===== src/qwmp_pkg.sv =====
// shared types and constants for the quadrature weighted matrix product unit
package qwmp_pkg;

    typedef enum logic [2:0] {
        KIND_LOAD_WEIGHT = 3'd0,
        KIND_LOAD_FACE   = 3'd1,
        KIND_LOAD_DERIV  = 3'd2,
        KIND_LOAD_TARGET = 3'd3,
        KIND_COMPUTE     = 3'd4
    } t_kind;

    typedef enum logic [2:0] {
        OP_FLOW_MATRIX  = 3'd0,
        OP_CROSS_MATRIX = 3'd1,
        OP_FLOW_VECTOR  = 3'd2,
        OP_FLOW_TARGET  = 3'd3,
        OP_POWER_VECTOR = 3'd4
    } t_op;

    // mac sequencer states of the back part
    typedef enum logic [2:0] {
        S_IDLE, S_RD, S_M1, S_M2, S_ACC, S_OUT
    } t_bst;

    typedef struct packed {
        logic [2:0]         kind;
        logic [1:0]         face;
        logic [1:0]         face_b;
        logic [2:0]         func;
        logic [3:0]         point;
        logic signed [31:0] value;
        logic [2:0]         operation;
    } t_in_item;

    typedef struct packed {
        logic [2:0]         row;
        logic [2:0]         col;
        logic signed [31:0] result_value;
        logic               last;
    } t_out_item;

    // command handed from the front part to the back part
    typedef struct packed {
        logic [2:0] operation;
        logic [1:0] face;
        logic [1:0] face_b;
    } t_cmd;

    localparam int unsigned QDEPTH = 2;

    function automatic logic signed [31:0] sat32(input logic signed [63:0] x);
        if (x > 64'sd2147483647) return 32'sh7fffffff;
        if (x < -64'sd2147483648) return 32'sh80000000;
        return x[31:0];
    endfunction

endpackage


===== src/qwmp_front.sv =====
// front part: accepts items, performs loads, queues compute commands
module qwmp_front #(
    parameter int N_FUNCS  = 4,
    parameter int N_POINTS = 8
) (
    input  logic               i_clk,
    input  logic               i_rst_n,
    input  logic               i_valid,
    output logic               o_ready,
    input  qwmp_pkg::t_in_item i_item,
    output logic               o_ld_en,
    output qwmp_pkg::t_in_item o_ld_item,
    output logic               o_cmd_valid,
    output qwmp_pkg::t_cmd     o_cmd,
    input  logic               i_cmd_take
);
    import qwmp_pkg::*;

    t_cmd       r_q [QDEPTH];
    logic [1:0] r_cnt, n_cnt;
    logic       r_rd, r_wr;
    logic       push, pop, is_cmd, load_ok;

    always_comb begin
        is_cmd = (i_item.kind == KIND_COMPUTE) && (i_item.operation <= OP_POWER_VECTOR);
        load_ok = (i_item.kind <= KIND_LOAD_TARGET)
                  && ({28'd0, i_item.point} < N_POINTS)
                  && (i_item.kind == KIND_LOAD_WEIGHT || i_item.kind == KIND_LOAD_TARGET
                      || {29'd0, i_item.func} < N_FUNCS);
    end

    assign o_ready     = (r_cnt != 2'(QDEPTH));
    assign push        = i_valid && o_ready && is_cmd;
    assign pop         = i_cmd_take && (r_cnt != 2'd0);
    assign o_cmd_valid = (r_cnt != 2'd0);
    assign o_cmd       = r_q[r_rd];
    assign o_ld_en     = i_valid && o_ready && load_ok;
    assign o_ld_item   = i_item;

    always_comb begin
        n_cnt = r_cnt + 2'(push) - 2'(pop);
    end

    always_ff @(posedge i_clk) begin
        if (!i_rst_n) begin
            r_cnt <= '0;
            r_rd  <= 1'b0;
            r_wr  <= 1'b0;
        end else begin
            r_cnt <= n_cnt;
            if (push) begin
                r_wr <= ~r_wr;
            end
            if (pop) begin
                r_rd <= ~r_rd;
            end
        end
        if (push) begin
            r_q[r_wr] <= '{operation: i_item.operation, face: i_item.face,
                           face_b: i_item.face_b};
        end
    end
endmodule


===== config.mk =====
export PLATFORM = sky130hd
export DESIGN_NAME = qwmp_front
export DESIGN_NICKNAME = d
export VERILOG_FILES = /design/src/qwmp_pkg.sv /design/src/qwmp_front.sv
export SDC_FILE = /design/constraint.sdc
export NUM_CORES = 1
export LEC_CHECK = 0
export ABC_AREA = 1
export BUFFER_PORTS_ARGS = -buffer_cell sky130_fd_sc_hd__buf_2
export CAP_MARGIN = 25
export CORE_AREA = 3 3 64 66
export CTS_CLUSTER_SIZE = 30
export DETAILED_ROUTE_END_ITERATION = 16
export DIE_AREA = 0 0 67 69
export PLACE_DENSITY_LB_ADDON = 0.1
export SLEW_MARGIN = 30
export SYNTH_ARGS = -nofsm -noshare
export SYNTH_HDL_FRONTEND = slang
export SYNTH_SLANG_ARGS = --single-unit

===== constraint.sdc =====
create_clock -name i_clk -period 1.65 [get_ports i_clk]
set_input_delay 0.165 -clock i_clk [delete_from_list [all_inputs] [get_ports i_clk]]
set_output_delay 0.165 -clock i_clk [all_outputs]
set_load 0.01 [all_outputs]

==> Flow_metrics.wiki, run 1 <==
{| class="wikitable"
! Metric !! Value
|-
| Most frequent cells in the layout || 37 x buf_2, 14 x edfxtp_1, 7 x mux2_2, 6 x buf_4
|-
| Final RePlAce weighted congestion || 0.661
|-
| Final Hold Vio Count || 0
|-
| DR WL/cell || 12.0 µm
|-
| Layout-stage area growth over the synthesis result || 0.107%
|-
| Buffers on Ports || 37
|-
| Combinational group share of total power || 0.301
|-
| Kind of start point of the critical path || register
|-
| Final Max Tran Viols || 0
|-
| Met2 usage || 0.109
|-
| Cell count after synthesis || 111
|-
| Clock buffer count from CTS || 3
|-
| Number of nets with antenna violations after routing || 0
|-
| Clock-pin slew on the worst setup and hold paths || 0.06 ns
|-
| # setup viols final || 0
|-
| Lkg Pwr || 0.510 nW
|-
| Global Route Usage Sum || 0.0794
|-
| Signal arrival time at the worst endpoint || 1.68 ns
|-
| Avg Cell Area, Syn || 10.5 µm²
|-
| Mean number of vias per cell || 4.08
|-
| Detailed-routing iteration count for the pre-antenna-repair pass || 4
|-
| Met3 GRT Util || 0.0586
|-
| Worst-path maximum fanout || 3
|-
| Core ar. || 3630 µm²
|-
| Worst-case reg-to-reg path depth || 11
|-
| Number of top-level pins || 112
|-
| Setup crit end kind || register
|-
| Type of the worst setup path || reg -> reg
|-
| Portion of total power attributed to sequential cells || 0.460
|-
| Worst-case clock skew || 0.000440 ns
|-
| Worst Setup EP || r_cnt[1]
|-
| RSZ-0062 raised after global routing || false
|-
| Normalized max-slew margin || 0.760
|-
| Antenna violations before repair || 0
|-
| VDD IR-drop max || 553 µV
|-
| Final period util || 0.908
|-
| Clock power frac || 0.239
|-
| Transition time of the tightest slew-check pin || 0.360 ns
|-
| Initial Utilization || 0.321
|-
| Outcome || finished, final reports clean
|-
| Vias || 637
|-
| Number of diodes added for antenna fixing || 0
|-
| Clock buffer depth || 2
|-
| Global route hottest layer || met2
|-
| Fraction of power spent switching nets || 0.283
|-
| Fraction of layout cells with a size suffix above 1 || 0.611
|-
| Residual overflow from global routing || 0
|-
| Worst r2r src || r_cnt[0]
|-
| Met1 Usage GRT || 0.0938
|-
| Die footprint || 4620 µm²
|-
| DRC violation count after routing || 0
|-
| Initial DRC count || 13
|-
| Number of different library cells in the post-synthesis netlist || 18
|-
| Detailed Route WL || 1870 µm
|-
| Final-layout fill cell count || 392
|-
| Worst min-delay path class || in -> reg
|-
| Combined flip-flop and latch cell area || 522 µm²
|-
| Syn Std Cell Area || 1170 µm²
|-
| Total number of placement rows || 22
|-
| Critical path startpoint || r_cnt[0]
|-
| Peak Freq || 668 MHz
|-
| Clock tree from TritonCTS || yes
|-
| Total of warnings raised by yosys || 0
|-
| Shortest period the worst path allows || 1.50 ns
|-
| Switching power total || 366 µW
|-
| Destination of the worst register-to-register timing path || r_cnt[1]
|-
| Post-Syn Nets || 166
|-
| Number of clock sinks || 19
|-
| Die Y-Extent || 69 µm
|-
| Sequential fraction of the synthesis area || 0.446
|-
| Footprint of the multi-input gates || 284 µm²
|-
| Leading cell type in the layout, fill and taps excluded || buf_2
|-
| Final-layout setup total negative slack || 0 ns
|-
| Worst-case setup margin in the final layout || 0.152 ns
|-
| Count of maximum capacitance violations || 0
|-
| Number of global-route vias before repair || 604
|-
| Ratio of total power to cell area || 1110 nW/µm²
|-
| Worst setup slack for register-to-register paths || 0.15 ns
|-
| Clk root buf || clkbuf_8
|-
| Register bit count reported by yosys || 19
|-
| Maximum number of pins on one net before global-route repair || 11
|-
| CP required || 1.83 ns
|-
| Cell internal pwr || 926 µW
|-
| Number of H-tree levels || 1
|-
| Clk Latency, worst-skew pair || 0.25 ns
|-
| First-pass GRT wire length || 2850 µm
|-
| Worst setup timing slack at the placement stage || 0.0235 ns
|-
| Net total in the final layout || 164
|-
| Post-detailed-placement half-perimeter wirelength || 1420 µm
|-
| Die Width || 67 µm
|}
## worst min-delay path by stage
stage,startpoint,slack (ns),to,depth (start not counted)
6_report,i_item[42],0.11,r_q[1][0],1
5_1_grt,i_item[45],0.11,r_q[1][3],1
3_5_place_dp,i_item[15],0.33,o_ld_item[15],0
3_3_place_gp,i_item[15],0.33,o_ld_item[15],0
2_1_floorplan,i_rst_n,0.26,r_cnt[0],2
4_1_cts,i_item[45],0.11,r_q[1][3],1
## metal layers
layer,up-vias,part of all wire
li1,304,-
met1,280,0.40
met2,45,0.45
met3,8,0.13
met4,0,0.010
met5,-,0
## per-stage QoR
stage	area, µm²	util	hold WS, ns	std cells	power (mW)
floorplan	1170	-	0.258	111	0.897
global placement	1050	0.290	0.330	148	0.903
detailed placement	1050	0.290	0.330	148	0.902
CTS	1100	0.302	0.108	152	1.22
global route	1170	0.321	0.108	156	1.39
finish	1170	0.321	0.115	156	1.29
## cell usage after synthesis, drive strengths merged
master / n / share of area
buf: 50 / 0.32
edfxtp: 14 / 0.36
nand2: 9 / 0.038
inv: 7 / 0.023
mux2: 7 / 0.068
nor2: 7 / 0.035
dfxtp: 5 / 0.086
a21oi: 4 / 0.017
ha: 2 / 0.021
o21ai: 2 / 0.0086
nand3: 1 / 0.0043
nor4: 1 / 0.0054
o21a: 1 / 0.0064
xnor2: 1 / 0.0075
## state kept, by name, summed over array words and instances (netlist names), named ones only
signal,flops
r_cnt,2
r_q,14
r_rd,1
r_wr,1
## worst max-delay path, cell delays in order (launching register included)
cell	delay [ns]
dfxtp_2	0.34
inv_2	0.04
nand2_2	0.06
nand2_2	0.06
inv_2	0.07
nand2_4	0.06
ha_4	0.26
inv_2	0.04
ha_4	0.16
xnor2_2	0.16
o21ai_1	0.08
a21oi_1	0.10
## power groups by stage
stage	logic (mW)	clock network [mW]	registers, mW
finish	0.389	0.309	0.594
global placement	0.300	0	0.603
floorplan	0.319	0	0.577
CTS	0.303	0.325	0.592
global route	0.435	0.353	0.602
detailed placement	0.300	0	0.602
## timing repair
action,in CTS,in global routing
resized for setup,0,10
setup buffers,0,4
setup endpoints to repair,0,1
hold buffers,0,0
hold endpoints to repair,0,0
## kinds of logic (layout without fill, tap and decap cells)
group           Yosys count  after routing  share of synthesized area
compound gates            7              7                     0.0322
xor+xnor                  1              1                    0.00751
fa+ha+maj                 2              2                     0.0215
buf+inv                  57             54                      0.342
flops                    19             19                      0.446
mux                       7              7                     0.0676
simple gates             18             18                     0.0826
## area by class of cell
class	count	area share
inverter	7	0.0225
multi-input combinational	35	0.243
timing repair buffer	43	0.197
tap	48	0.0514
clock buffer	4	0.0386
sequential	19	0.447
Power figures use the tool's default switching activity.
==> run 2: changes to the inputs <==
ABC_AREA = default   (was 1)
==> Flow_metrics.wiki, run 2 <==
{| class="wikitable"
! Metric !! Value
|-
| Die Y-Extent || 69 µm (unchanged)
|-
| Ratio of total power to cell area || 1130 nW/µm² (+2.1%)
|-
| Kind of start point of the critical path || register
|-
| Final Instance Count excl. Fillers || 147 (-5.8%)
|-
| Clock-pin slew on the worst setup and hold paths || 0.07 ns (about the same)
|-
| Peak Freq || 640 MHz (-4.2%)
|-
| Post-detailed-placement half-perimeter wirelength || 1570 µm (+11%)
|-
| Fraction of layout cells with a size suffix above 1 || 0.667 (+0.0556)
|-
| Number of diodes added for antenna fixing || 0 (unchanged)
|-
| Initial DRC count || 17 (+4)
|-
| Detailed Route WL || 2020 µm (+8.2%)
|-
| Detailed route wirelength on metal2 || 970 µm (+14%)
|-
| Largest registers || r_q: 14 flops, r_cnt: 2 flops
|-
| DR WL/cell || 13.7 µm (+15%)
|-
| Worst min-delay path class || in -> reg
|-
| Slowest library cell on the worst path || dfxtp_2
|-
| Number of different library cells in the post-synthesis netlist || 21 (+3)
|-
| Min-Delay Path Depth || 1 (unchanged)
|-
| Antenna violations before repair || 0 (unchanged)
|-
| Clk Latency, worst-skew pair || 0.25 ns (about the same)
|-
| Residual overflow from global routing || 0 (unchanged)
|-
| Final-layout setup total negative slack || 0 ns (unchanged)
|-
| DRC violation count after routing || 0 (unchanged)
|-
| Max incr delay on CP || 0.35 ns (about the same)
|-
| Setup crit end kind || register
|-
| Leading cell type in the layout, fill and taps excluded || buf_2
|-
| Cell-by-cell listing of the critical path || o21a_2 > ha_4 > inv_1 > ha_2 > xnor2_2 > xnor2_1 > and2_1
|-
| Max FFs per register || 14 (unchanged)
|-
| Clock tree from TritonCTS || yes
|-
| Most frequent cells in the layout || 37 x buf_2, 14 x edfxtp_1, 7 x mux2_2, 7 x buf_4
|-
| Vias || 618 (-3.0%)
|-
| Core ar. || 3630 µm² (unchanged)
|-
| Total number of placement rows || 22 (unchanged)
|-
| Count of maximum capacitance violations || 0 (unchanged)
|-
| Proportion of synthesized flip-flops having asynchronous set or reset || 0 (unchanged)
|-
| Final Max Tran Viols || 0 (unchanged)
|-
| Leading cell type by number of instances after synthesis || buf_4
|-
| Buffers on Ports || 37 (unchanged)
|-
| Final period util || 0.948 (+0.0396)
|-
| Worst-case reg-to-reg path depth || 7 (-4)
|-
| Cell count after synthesis || 101 (-9.0%)
|-
| CP required || 1.80 ns (-0.03 ns)
|-
| Highest routing layer actually used || met4
|-
| Number of buffers inserted for hold repair after clock tree synthesis || 0 (unchanged)
|-
| Destination of the worst register-to-register timing path || r_cnt[1]
|-
| Predominant post-synthesis flop cell || edfxtp_1
|-
| First-pass GRT wire length || 2900 µm (+1.7%)
|-
| Outcome || finished, final reports clean
|-
| Global Route Usage Sum || 0.0873 (+0.00788)
|-
| Shortest period the worst path allows || 1.56 ns (+0.0654 ns)
|-
| Lkg Pwr || 0.485 nW (-5.0%)
|-
| Mean number of vias per cell || 4.20 (+3.0%)
|-
| Die footprint || 4620 µm² (unchanged)
|-
| Number of clock sinks || 19 (unchanged)
|-
| Worst setup timing slack at the placement stage || -0.0516 ns (-0.0751 ns)
|-
| Layout-stage area growth over the synthesis result || 0.969%
|-
| Sequential fraction of the synthesis area || 0.448 (+0.00192)
|-
| Normalized max-slew margin || 0.760 (about the same)
|-
| Worst r2r src || r_cnt[1]
|-
| Signal arrival time at the worst endpoint || 1.71 ns (+0.03 ns)
|-
| Most instantiated cells after synthesis || 49 x buf_4, 14 x edfxtp_1, 7 x mux2_2
|-
| Post-layout utilization of the core || 0.323 (+0.00138)
|-
| Maximum number of pins on one net before global-route repair || 12 (+1)
|-
| Clock buffer count from CTS || 3 (unchanged)
|-
| # setup viols final || 0 (unchanged)
|-
| Avg Cell Area, Syn || 11.5 µm² (+9.4%)
|-
| Hold worst-path end || r_q[0][2]
|-
| VDD IR-drop max || 278 µV (-50%)
|-
| Worst-path maximum fanout || 4 (+1)
|-
| Leading cell types by total area after synthesis || edfxtp_1 36%, buf_4 32%, dfxtp_1 8.6%
|-
| Worst-case clock skew || 0.00189 ns (+0.00145 ns)
|-
| Number of instances in the placed design || 141 (-4.7%)
|-
| Total of warnings raised by yosys || 0 (unchanged)
|-
| Count of flip-flops with a built-in enable after synthesis || 14 (unchanged)
|-
| Min-Delay Startpoint || i_item[44]
|-
| Clk root buf || clkbuf_8
|-
| Syn Std Cell Area || 1160 µm² (-0.43%)
|-
| Cell taking the most area after synthesis || edfxtp_1
|-
| Number of top-level pins || 112 (unchanged)
|-
| Post-Syn Nets || 156 (-6.0%)
|-
| Net total in the final layout || 155 (-5.5%)
|-
| Wire length on met3 || 232 µm (-6.1%)
|-
| Detailed-routing iteration count for the pre-antenna-repair pass || 3 (-1)
|-
| Register ranked first by flip-flop count || r_q
|-
| Worst setup slack for register-to-register paths || 0.09 ns (-0.07 ns)
|-
| Clock buffer depth || 2 (unchanged)
|-
| Hold slack final || 0.111 ns (-0.00419 ns)
|-
| Total routed wire length on the met1 layer || 670 µm (-11%)
|-
| Number of nets with antenna violations after routing || 0 (unchanged)
|-
| Share of Yosys cell area claimed by the top area cell type || 0.362 (+0.00155)
|-
| Type of the worst setup path || reg -> reg
|-
| Final RePlAce weighted congestion || 0.691 (+4.6%)
|-
| Worst-case setup margin in the final layout || 0.0865 ns (-0.0654 ns)
|-
| Final Hold Vio Count || 0 (unchanged)
|-
| Register bit count reported by yosys || 19 (unchanged)
|-
| Transition time of the tightest slew-check pin || 0.357 ns (-0.00295 ns)
|-
| Die Width || 67 µm (unchanged)
|-
| Initial Utilization || 0.320 (-0.00138)
|-
| Number of global-route vias before repair || 541 (-10%)
|-
| Number of H-tree levels || 1 (unchanged)
|}
-- run 2: changes by cell type after synthesis, sizes merged, moves of 2 or more --
cell	delta
nand2	-6
inv	-5
nor2	-5
a21oi	-4
and2	+2
nor2b	+2
xnor2	+2
-- run 2: logic make-up after synthesis --
family / synth area share
multiplexers: 0.0765
buffers and inverters: 0.328
adder cells (fa/ha/maj): 0.0215
AND/OR/NAND/NOR: 0.0722
AO/OA/AOI/OAI: 0.0237
XOR/XNOR: 0.0302
flip-flops: 0.448
-- run 2: stage by stage --
| step | cell area (µm²) | power (mW) |
|---|---|---|
| final | 1170 | 1.33 |
| after global placement | 1070 | 0.974 |
| after global routing | 1170 | 1.43 |
| after floorplan | 1160 | 0.946 |
| after detailed placement | 1070 | 0.969 |
| after CTS | 1120 | 1.29 |
-- run 2: layer usage --
metal,vias to the layer above,track usage
li1,282,-
met1,266,0.0835
met2,40,0.130
met3,30,0.0293
met4,0,0.104
met5,-,0
-- run 2: report_power, final --
group | leakage (nW) | internal, mW | switching [mW]
registers | 0.168 | 0.559 | 0.0551
logic | 0.291 | 0.234 | 0.166
clock network | 0.0255 | 0.167 | 0.144
-- run 2: how the worst max path moves through the flow --
stage | startpoint | slack (ns) | depth (start not counted) | end
floorplan | r_cnt[0] | 0.01 | 8 | r_cnt[1]
global placement | i_item[1] | -0.004 | 9 | r_cnt[1]
detailed placement | i_item[1] | -0.05 | 9 | r_cnt[1]
CTS | r_cnt[0] | 0.03 | 8 | r_cnt[1]
global route | r_cnt[0] | -0.003 | 8 | r_cnt[1]
finish | r_cnt[1] | 0.09 | 7 | r_cnt[1]
-- run 2: timing repair --
action                                  in CTS  in global routing
hold endpoints to repair                     0                  0
endpoints found under the setup margin       1                  1
pin swaps                                    0                  2
setup buffers                                0                  2
gates resized for setup                      1                  7
-- run 2: area by class of cell --
type | instances | area [µm²]
Tap cell | 48 | 60.1
Fill cell | 388 | 2460
Timing Repair Buffer | 44 | 238
Multi-Input combinational cell | 30 | 298
Inverter | 2 | 7.51
Clock buffer | 3 | 41.3
Sequential cell | 19 | 523
Clock inverter | 1 | 5.00
-- run 2: critical path: cells and delay by family, from the launching register on --
kind / cells / cell delay (ns)
compound gates: 1 / 0.25
xor+xnor: 2 / 0.24
fa+ha+maj: 2 / 0.43
buf+inv: 1 / 0.03
flops: 1 / 0.35
simple gates: 1 / 0.14
